--- config.mk ---
export PLATFORM = sky130hd
export DESIGN_NAME = sensor_frame_crc_check_and_convert_unit
export DESIGN_NICKNAME = d
export VERILOG_FILES = /design/src/sfcc_pkg.sv /design/src/sfcc_frame.sv /design/src/sfcc_convert.sv /design/src/sensor_frame_crc_check_and_convert_unit.sv
export SDC_FILE = /design/constraint.sdc
export NUM_CORES = 1
export LEC_CHECK = 0
export BUFFER_PORTS_ARGS = -buffer_cell sky130_fd_sc_hd__buf_2
export CORE_UTILIZATION = 57
export CTS_CLUSTER_SIZE = 40
export DETAILED_ROUTE_END_ITERATION = 8
export GPL_TIMING_DRIVEN = 1
export PLACE_DENSITY = 0.78
export SLEW_MARGIN = 40
export SYNTH_ARGS = -nofsm -noshare
export SYNTH_HDL_FRONTEND = slang
export SYNTH_SLANG_ARGS = --single-unit
--- constraint.sdc ---
create_clock -name clk -period 8.25 [get_ports clk]
set_input_delay 1.65 -clock clk [delete_from_list [all_inputs] [get_ports clk]]
set_output_delay 1.65 -clock clk [all_outputs]
set_load 0.02 [all_outputs]
--- src/sfcc_pkg.sv ---
`timescale 1ns / 1ps
// ----------------------------------------------------------------------------
// sfcc_pkg
// Shared types, constants and the crc-8 byte update for the sensor frame
// checker and converter.
// ----------------------------------------------------------------------------
package sfcc_pkg;

  // configuration register indexes
  localparam logic REG_CRC_INIT = 1'b0;
  localparam logic REG_CRC_POLY = 1'b1;

  localparam logic [7:0] CRC_INIT_RESET = 8'hFF;
  localparam logic [7:0] CRC_POLY_RESET = 8'h31;

  // status bits in the two low bits of each word are dropped before scaling
  localparam logic [15:0] STATUS_MASK = 16'hFFFC;

  localparam logic [14:0] TEMP_SPAN   = 15'd17500;
  localparam logic [15:0] TEMP_OFFSET = 16'd4500;
  localparam logic [13:0] HUM_SPAN    = 14'd12500;
  localparam logic [14:0] HUM_OFFSET  = 15'd600;
  localparam logic [13:0] HUM_MAX     = 14'd10000;

  // place of the incoming byte within the six-byte reply
  typedef enum logic [2:0] {
    BYTE_A_HI,
    BYTE_A_LO,
    BYTE_A_CRC,
    BYTE_B_HI,
    BYTE_B_LO,
    BYTE_B_CRC
  } byte_pos_t;

  // one complete reply, handed from the frame stage to the converter
  typedef struct packed {
    logic        crc_ok;
    logic [31:0] words;
  } frame_t;

  // msb-first crc-8, no reflection, no final xor
  function automatic logic [7:0] crc8_byte(input logic [7:0] crc,
                                           input logic [7:0] data,
                                           input logic [7:0] poly);
    logic [7:0] c;
    c = crc ^ data;
    for (int i = 0; i < 8; i++) begin
      if (c[7]) begin
        c = {c[6:0], 1'b0} ^ poly;
      end else begin
        c = {c[6:0], 1'b0};
      end
    end
    return c;
  endfunction

endpackage

--- src/sfcc_frame.sv ---
`timescale 1ns / 1ps
// ----------------------------------------------------------------------------
// sfcc_frame
// Byte tracker: runs the per-word crc, collects both words and registers
// one complete reply on its sixth byte.
// ----------------------------------------------------------------------------
module sfcc_frame (
  input  logic              clk,
  input  logic              rst,
  input  logic              req_valid,
  output logic              req_ready,
  input  logic              frame_start,
  input  logic [7:0]        rx_byte,
  input  logic [7:0]        crc_init,
  input  logic [7:0]        crc_poly,
  output logic              frm_valid,
  output sfcc_pkg::frame_t  frm,
  input  logic              frm_take
);

  sfcc_pkg::byte_pos_t pos;
  sfcc_pkg::byte_pos_t pos_cur;
  sfcc_pkg::byte_pos_t pos_next;

  logic [7:0]  running_crc;
  logic [7:0]  crc_start;
  logic [7:0]  crc_new;
  logic [15:0] first_word;
  logic [7:0]  second_word_high;
  logic [7:0]  second_word_low;
  logic        first_crc_matched;
  logic        accept;

  assign req_ready = !frm_valid || frm_take;
  assign accept    = req_valid && req_ready;

  // a frame start marker always restarts at the first byte
  assign pos_cur   = frame_start ? sfcc_pkg::BYTE_A_HI : pos;
  assign crc_start = (pos_cur == sfcc_pkg::BYTE_A_HI || pos_cur == sfcc_pkg::BYTE_B_HI)
                     ? crc_init : running_crc;
  assign crc_new   = sfcc_pkg::crc8_byte(crc_start, rx_byte, crc_poly);

  always_comb begin
    pos_next = pos;
    if (accept) begin
      unique case (pos_cur)
        sfcc_pkg::BYTE_A_HI:  pos_next = sfcc_pkg::BYTE_A_LO;
        sfcc_pkg::BYTE_A_LO:  pos_next = sfcc_pkg::BYTE_A_CRC;
        sfcc_pkg::BYTE_A_CRC: pos_next = sfcc_pkg::BYTE_B_HI;
        sfcc_pkg::BYTE_B_HI:  pos_next = sfcc_pkg::BYTE_B_LO;
        sfcc_pkg::BYTE_B_LO:  pos_next = sfcc_pkg::BYTE_B_CRC;
        default:              pos_next = sfcc_pkg::BYTE_A_HI;
      endcase
    end
  end

  always_ff @(posedge clk) begin
    if (rst) begin
      pos <= sfcc_pkg::BYTE_A_HI;
    end else begin
      pos <= pos_next;
    end
  end

  always_ff @(posedge clk) begin
    if (rst) begin
      frm_valid <= 1'b0;
    end else if (accept && pos_cur == sfcc_pkg::BYTE_B_CRC) begin
      frm_valid <= 1'b1;
    end else if (frm_take) begin
      frm_valid <= 1'b0;
    end
  end

  always_ff @(posedge clk) begin
    if (accept) begin
      unique case (pos_cur)
        sfcc_pkg::BYTE_A_HI: begin
          running_crc       <= crc_new;
          first_word[15:8]  <= rx_byte;
        end
        sfcc_pkg::BYTE_A_LO: begin
          running_crc       <= crc_new;
          first_word[7:0]   <= rx_byte;
        end
        sfcc_pkg::BYTE_A_CRC: begin
          first_crc_matched <= (running_crc == rx_byte);
        end
        sfcc_pkg::BYTE_B_HI: begin
          running_crc       <= crc_new;
          second_word_high  <= rx_byte;
        end
        sfcc_pkg::BYTE_B_LO: begin
          running_crc       <= crc_new;
          second_word_low   <= rx_byte;
        end
        default: begin
          frm.crc_ok <= first_crc_matched && (running_crc == rx_byte);
          frm.words  <= {first_word, second_word_high, second_word_low};
        end
      endcase
    end
  end

endmodule

--- src/sfcc_convert.sv ---
`timescale 1ns / 1ps
// ----------------------------------------------------------------------------
// sfcc_convert
// Two-stage converter: constant multiply, then divide by 65535 through the
// reciprocal identity, offset and humidity clamp into the result register.
// ----------------------------------------------------------------------------
module sfcc_convert (
  input  logic              clk,
  input  logic              rst,
  input  logic              frm_valid,
  input  sfcc_pkg::frame_t  frm,
  output logic              frm_take,
  output logic              res_valid,
  input  logic              res_ready,
  output logic              crc_ok,
  output logic [31:0]       raw_words,
  output logic signed [14:0] temperature_centi,
  output logic [13:0]       humidity_centi
);

  logic             mul_valid;
  sfcc_pkg::frame_t mul_frm;
  logic [30:0]      t_prod;
  logic [29:0]      h_prod;
  logic             mul_ready;
  logic             res_free;

  logic [31:0]        t_sum;
  logic [15:0]        t_quo;
  logic signed [15:0] t_val;
  logic [30:0]        h_sum;
  logic [14:0]        h_quo;
  logic [14:0]        h_diff;
  logic [13:0]        h_val;

  assign res_free  = !res_valid || res_ready;
  assign mul_ready = !mul_valid || res_free;
  assign frm_take  = frm_valid && mul_ready;

  // multiply stage
  always_ff @(posedge clk) begin
    if (rst) begin
      mul_valid <= 1'b0;
    end else if (mul_ready) begin
      mul_valid <= frm_valid;
    end
  end

  always_ff @(posedge clk) begin
    if (frm_take) begin
      mul_frm <= frm;
      t_prod  <= 31'(sfcc_pkg::TEMP_SPAN) * 31'(frm.words[31:16] & sfcc_pkg::STATUS_MASK);
      h_prod  <= 30'(sfcc_pkg::HUM_SPAN) * 30'(frm.words[15:0] & sfcc_pkg::STATUS_MASK);
    end
  end

  // floor(x / 65535) = (x + (x >> 16) + 1) >> 16 while the quotient stays below 2^16
  always_comb begin
    t_sum  = {1'b0, t_prod} + 32'(t_prod[30:16]) + 32'd1;
    t_quo  = t_sum[31:16];
    t_val  = $signed(t_quo) - $signed(sfcc_pkg::TEMP_OFFSET);
    h_sum  = {1'b0, h_prod} + 31'(h_prod[29:16]) + 31'd1;
    h_quo  = h_sum[30:16];
    h_diff = h_quo - sfcc_pkg::HUM_OFFSET;
    if (h_quo < sfcc_pkg::HUM_OFFSET) begin
      h_val = '0;
    end else if (h_diff > 15'(sfcc_pkg::HUM_MAX)) begin
      h_val = sfcc_pkg::HUM_MAX;
    end else begin
      h_val = h_diff[13:0];
    end
  end

  // result register
  always_ff @(posedge clk) begin
    if (rst) begin
      res_valid <= 1'b0;
    end else if (res_free) begin
      res_valid <= mul_valid;
    end
  end

  always_ff @(posedge clk) begin
    if (mul_valid && res_free) begin
      crc_ok            <= mul_frm.crc_ok;
      raw_words         <= mul_frm.words;
      temperature_centi <= t_val[14:0];
      humidity_centi    <= h_val;
    end
  end

endmodule

--- src/sensor_frame_crc_check_and_convert_unit.sv ---
`timescale 1ns / 1ps
// ----------------------------------------------------------------------------
// sensor_frame_crc_check_and_convert_unit
// Checks the two crc-8 bytes of a six-byte sensor reply and converts the
// words into temperature and humidity in hundredths.
// ----------------------------------------------------------------------------
// one byte request per cycle sustained; a stalled result backs up the pipe
// result passes through the frame reg (loaded at the edge that takes the
// sixth byte), then multiply reg, then result reg; the 16x15 constant
// multiply sets the stage split
// reset clears byte position and all valid flags; crc start value 0xff and
// polynomial 0x31 after reset, no clearing pass

module sensor_frame_crc_check_and_convert_unit (
  input  logic               clk,
  input  logic               rst,
  input  logic               cfg_write,
  input  logic               cfg_index,
  input  logic [7:0]         cfg_data,
  input  logic               req_valid,
  output logic               req_ready,
  input  logic               frame_start,
  input  logic [7:0]         rx_byte,
  output logic               res_valid,
  input  logic               res_ready,
  output logic               crc_ok,
  output logic [31:0]        raw_words,
  output logic signed [14:0] temperature_centi,
  output logic [13:0]        humidity_centi
);

  logic [7:0]       crc_init;
  logic [7:0]       crc_poly;
  logic             frm_valid;
  logic             frm_take;
  sfcc_pkg::frame_t frm;

  always_ff @(posedge clk) begin
    if (rst) begin
      crc_init <= sfcc_pkg::CRC_INIT_RESET;
      crc_poly <= sfcc_pkg::CRC_POLY_RESET;
    end else if (cfg_write) begin
      unique case (cfg_index)
        sfcc_pkg::REG_CRC_INIT: crc_init <= cfg_data;
        sfcc_pkg::REG_CRC_POLY: crc_poly <= cfg_data;
        default: ;
      endcase
    end
  end

  sfcc_frame u_frame (
    .clk         (clk),
    .rst         (rst),
    .req_valid   (req_valid),
    .req_ready   (req_ready),
    .frame_start (frame_start),
    .rx_byte     (rx_byte),
    .crc_init    (crc_init),
    .crc_poly    (crc_poly),
    .frm_valid   (frm_valid),
    .frm         (frm),
    .frm_take    (frm_take)
  );

  sfcc_convert u_convert (
    .clk               (clk),
    .rst               (rst),
    .frm_valid         (frm_valid),
    .frm               (frm),
    .frm_take          (frm_take),
    .res_valid         (res_valid),
    .res_ready         (res_ready),
    .crc_ok            (crc_ok),
    .raw_words         (raw_words),
    .temperature_centi (temperature_centi),
    .humidity_centi    (humidity_centi)
  );

  // humidity is clamped
  a_hum_range: assert property (@(posedge clk) disable iff (rst)
    res_valid |-> humidity_centi <= sfcc_pkg::HUM_MAX)
    else $error("humidity above clamp");

  // temperature stays inside the scaled span
  a_temp_range: assert property (@(posedge clk) disable iff (rst)
    res_valid |-> (temperature_centi >= -15'sd4500 && temperature_centi <= 15'sd12999))
    else $error("temperature out of span");

  // request side only stalls when every stage holds a reply and the result waits
  a_stall_full: assert property (@(posedge clk) disable iff (rst)
    !req_ready |-> (frm_valid && res_valid && !res_ready))
    else $error("request stalled with room in the pipe");

endmodule
==> metrics.txt <==
outcome=completed; Slew HR=0.450; aggregate routed wire length=approximately 33,000 µm; P&R area growth vs syn=9.89%; largest family of logic cells by synthesized area=adder cells; post-synthesis mux area share=0.00372; hold-fix buffers at CTS=0; H-tree levels=1; Max-Cap Viols=0; Die Wd=174 µm; area share of the leading cell type in the synthesized netlist=0.391; initial antenna violation count=0; full die area=about 30,000 µm²; PortBufs=86; post-route ant nets=0; first-pass GRT wire length=~54,000 µm; PwrDens=around 180 nW/µm²; fraction of registers with async set/reset=0; FILL cells=about 2,300; Final Cycle Share=0.718; CTS tree=built; most common cell after layout, fill and taps aside=edfxtp_1; Site Rows=between 60 and 70; Yosys reg bits=between 200 and 250; Num CTS Buffers=27; gp weighted congestion=roughly 0.90; grt total ovfl=0; Pleak=between 7 and 8 nW; Synthesized Nets=between 1,500 and 2,000; Hold Fails Final Rpt=0; drt drc=0; total number of vias=around 11,000; Mapped Area=between 15,000 and 20,000 µm²; wire per inst=16.8 µm; WP data required=~8.5 ns; Clk Latency, worst-skew pair=approximately 0.55 ns; Reg clk slew, reported paths=about 0.06 ns; WS Path Type=register to register; max-slew violations=0; # IOs=87; Max VDD drop=0.178 mV; Setup crit end kind=register; Critical Path Start Type=register; XOR/XNOR Fraction of Synth Area=0.0703; post-layout util=0.640; number of enable flip-flop cells after synthesis=roughly 220; clock skew=0.0128 ns; setup violators final=0; layout cell share with drive strength beyond 1=0.108; Initial Utilization=0.583; highest clock rate=roughly 170 MHz; Adder-Cell Fraction of Synth Area=0.240; min Tclk post-route=just under 6 ns; register area share after synthesis=0.417; vias in the first global route=between 10,000 and 15,000; Synth warnings=0; post-synth top area cell=edfxtp_1; Clock Sinks=241; overall routing resource usage=0.224; postcts setup bufs=0; Final #Nets=between 1,500 and 2,000; HPWL Detailed=around 25,000 µm; Root Driver=clkbuf_16; die height=174 µm; placed instance count=between 1,500 and 2,000; clock buffer depth=3; Mean Syn Cell Area=11.3 µm²; Crit Path Max Fanout=6; DRT iter0 DRCs=about 770; worst slew pin tran=between 0.8 and 0.9 ns; Tot Pwr=around 0.0032 W; Hold Path Class=register to register; Cell variety after synth=89; Vias/cell=between 5 and 6; RSZ-0062 raised after global routing=no; Post-CTS Resized=0; arrival time worst endpoint=just over 6 ns; top cells by area, synth=edfxtp_1, ha_1, fa_1; core area=between 20,000 and 30,000 µm²; post-synthesis simple-gate area fraction=0.107; diode count=0; Setup WS pre-CTS=between 1.5 and 2 ns; final worst slack=approximately 2.3 ns; largest net degree at the start of global routing=between 60 and 70; Non-Filler Instances=approximately 2,000; Syn Inst Count=~1,500; ys flop type=edfxtp_1; Sum Neg Setup Slack=0 ns; drt pass-1 iters=5; commonest non-fill, non-tap cells in the layout=edfxtp_1, inv_1, ha_1, nand2_1, buf_2; Compound-Gate Fraction of Synth Area=0.0998
-- sequential cells by signal, indices dropped and copies added (netlist names), 3 cells and up --
name and cells:
u_frame.pos 3, u_convert.t_prod 26, u_convert.mul_frm 33, u_frame.second_word_high 8, u_convert.h_prod 24, crc_poly 8
u_convert.temperature_centi 15, u_convert.humidity_centi 14, u_frame.first_word 16, u_frame.running_crc 8, crc_init 8, u_frame.second_word_low 8
u_convert.raw_words 32, u_frame.frm 33
-- layout make-up --
class | count | area [µm²] | share of cell area
clock buffers | 30 | 687 | 0.0372
clock inverters | 20 | 199 | 0.0108
inverters | 218 | 818 | 0.0443
multi-input cells | 994 | 8800 | 0.476
flip-flops and latches | 241 | 7020 | 0.380
well taps | 384 | 480 | 0.0260
repair buffers | 92 | 479 | 0.0259
-- kinds of logic (layout without fill, tap and decap cells) --
family                     Yosys count  count (layout)
muxes                                5               5
buffers and inverters              259             360
adders and majority gates          279             279
and+or+nand+nor                    347             347
DFF                                241             241
AOI/OAI and AO/OA                  247             247
xor gates and xnor gates           116             116
-- cells in the mapped netlist (all sizes together) (7+ instances only) --
| cell | number |
|---|---|
| buf | 21 |
| o21bai | 13 |
| a21boi | 10 |
| o21ai | 44 |
| nand2 | 117 |
| nor3 | 22 |
| nand2b | 17 |
| nor3b | 17 |
| nand4 | 8 |
| xor2 | 32 |
| ha | 206 |
| and3 | 12 |
| nand3b | 17 |
| xnor2 | 77 |
| a21oi | 62 |
| a211oi | 9 |
| inv | 218 |
| nor2b | 11 |
| a21o | 22 |
| a31oi | 7 |
| dfxtp | 22 |
| nand3 | 30 |
| clkbuf | 20 |
| or2 | 8 |
| edfxtp | 219 |
| fa | 73 |
| o21a | 15 |
| nor2 | 57 |
| and2 | 8 |
-- metrics by stage --
| stage | instance area (µm²) | hold slack [ns] |
|---|---|---|
| 6_report | 18500 | 0.413 |
| 5_1_grt | 18500 | 0.420 |
| 4_1_cts | 18500 | 0.404 |
| 3_5_place_dp | 17600 | 0.405 |
| 3_3_place_gp | 17600 | 0.400 |
| 2_1_floorplan | 16800 | 0.400 |
-- power breakdown --
part / internal, W / switching (W)
Sequential: 0.00137 / 0.0000426
Combinational: 0.000302 / 0.000343
Clock: 0.000699 / 0.000488
Total: 0.00237 / 0.000873
-- worst paths after layout --
kind                                        start                              to  slack, ns  cells past startpoint
hold reg to reg   u_frame.first_word[8]$_DFFE_PP_       u_frame.frm[24]$_DFFE_PP_       0.41                      0
hold / removal    u_frame.first_word[8]$_DFFE_PP_       u_frame.frm[24]$_DFFE_PP_       0.41                      0
setup reg to reg        u_frame.frm[22]$_DFFE_PP_  u_convert.t_prod[28]$_DFFE_PP_       2.33                     24
setup / recovery        u_frame.frm[22]$_DFFE_PP_  u_convert.t_prod[28]$_DFFE_PP_       2.33                     24
-- critical path: stages (launching register included) --
cell and delay, ns:
edfxtp_1 0.57, ha_1 0.36, inv_1 0.05, fa_1 0.50, inv_1 0.04, ha_1 0.29, ha_1 0.27, inv_1 0.05
fa_1 0.53, inv_1 0.07, fa_1 0.47, a21o_1 0.20, a21oi_1 0.21, o21bai_1 0.08, a21oi_1 0.22, o21bai_1 0.09
a21oi_1 0.23, o21bai_1 0.10, a21oi_1 0.23, o21bai_1 0.10, a21oi_1 0.29, o21bai_1 0.17, o21ba_2 0.25, a21boi_0 0.22
xnor2_1 0.09
-- per-layer routing --
metal	vias up	part of all wire	global-route usage
li1	5391	-	-
met1	5204	0.46	0.300
met2	282	0.48	0.382
met3	59	0.042	0.0265
met4	0	0.025	0.0709
met5	-	0	0
No activity file was read; power rests on OpenSTA's default activity.
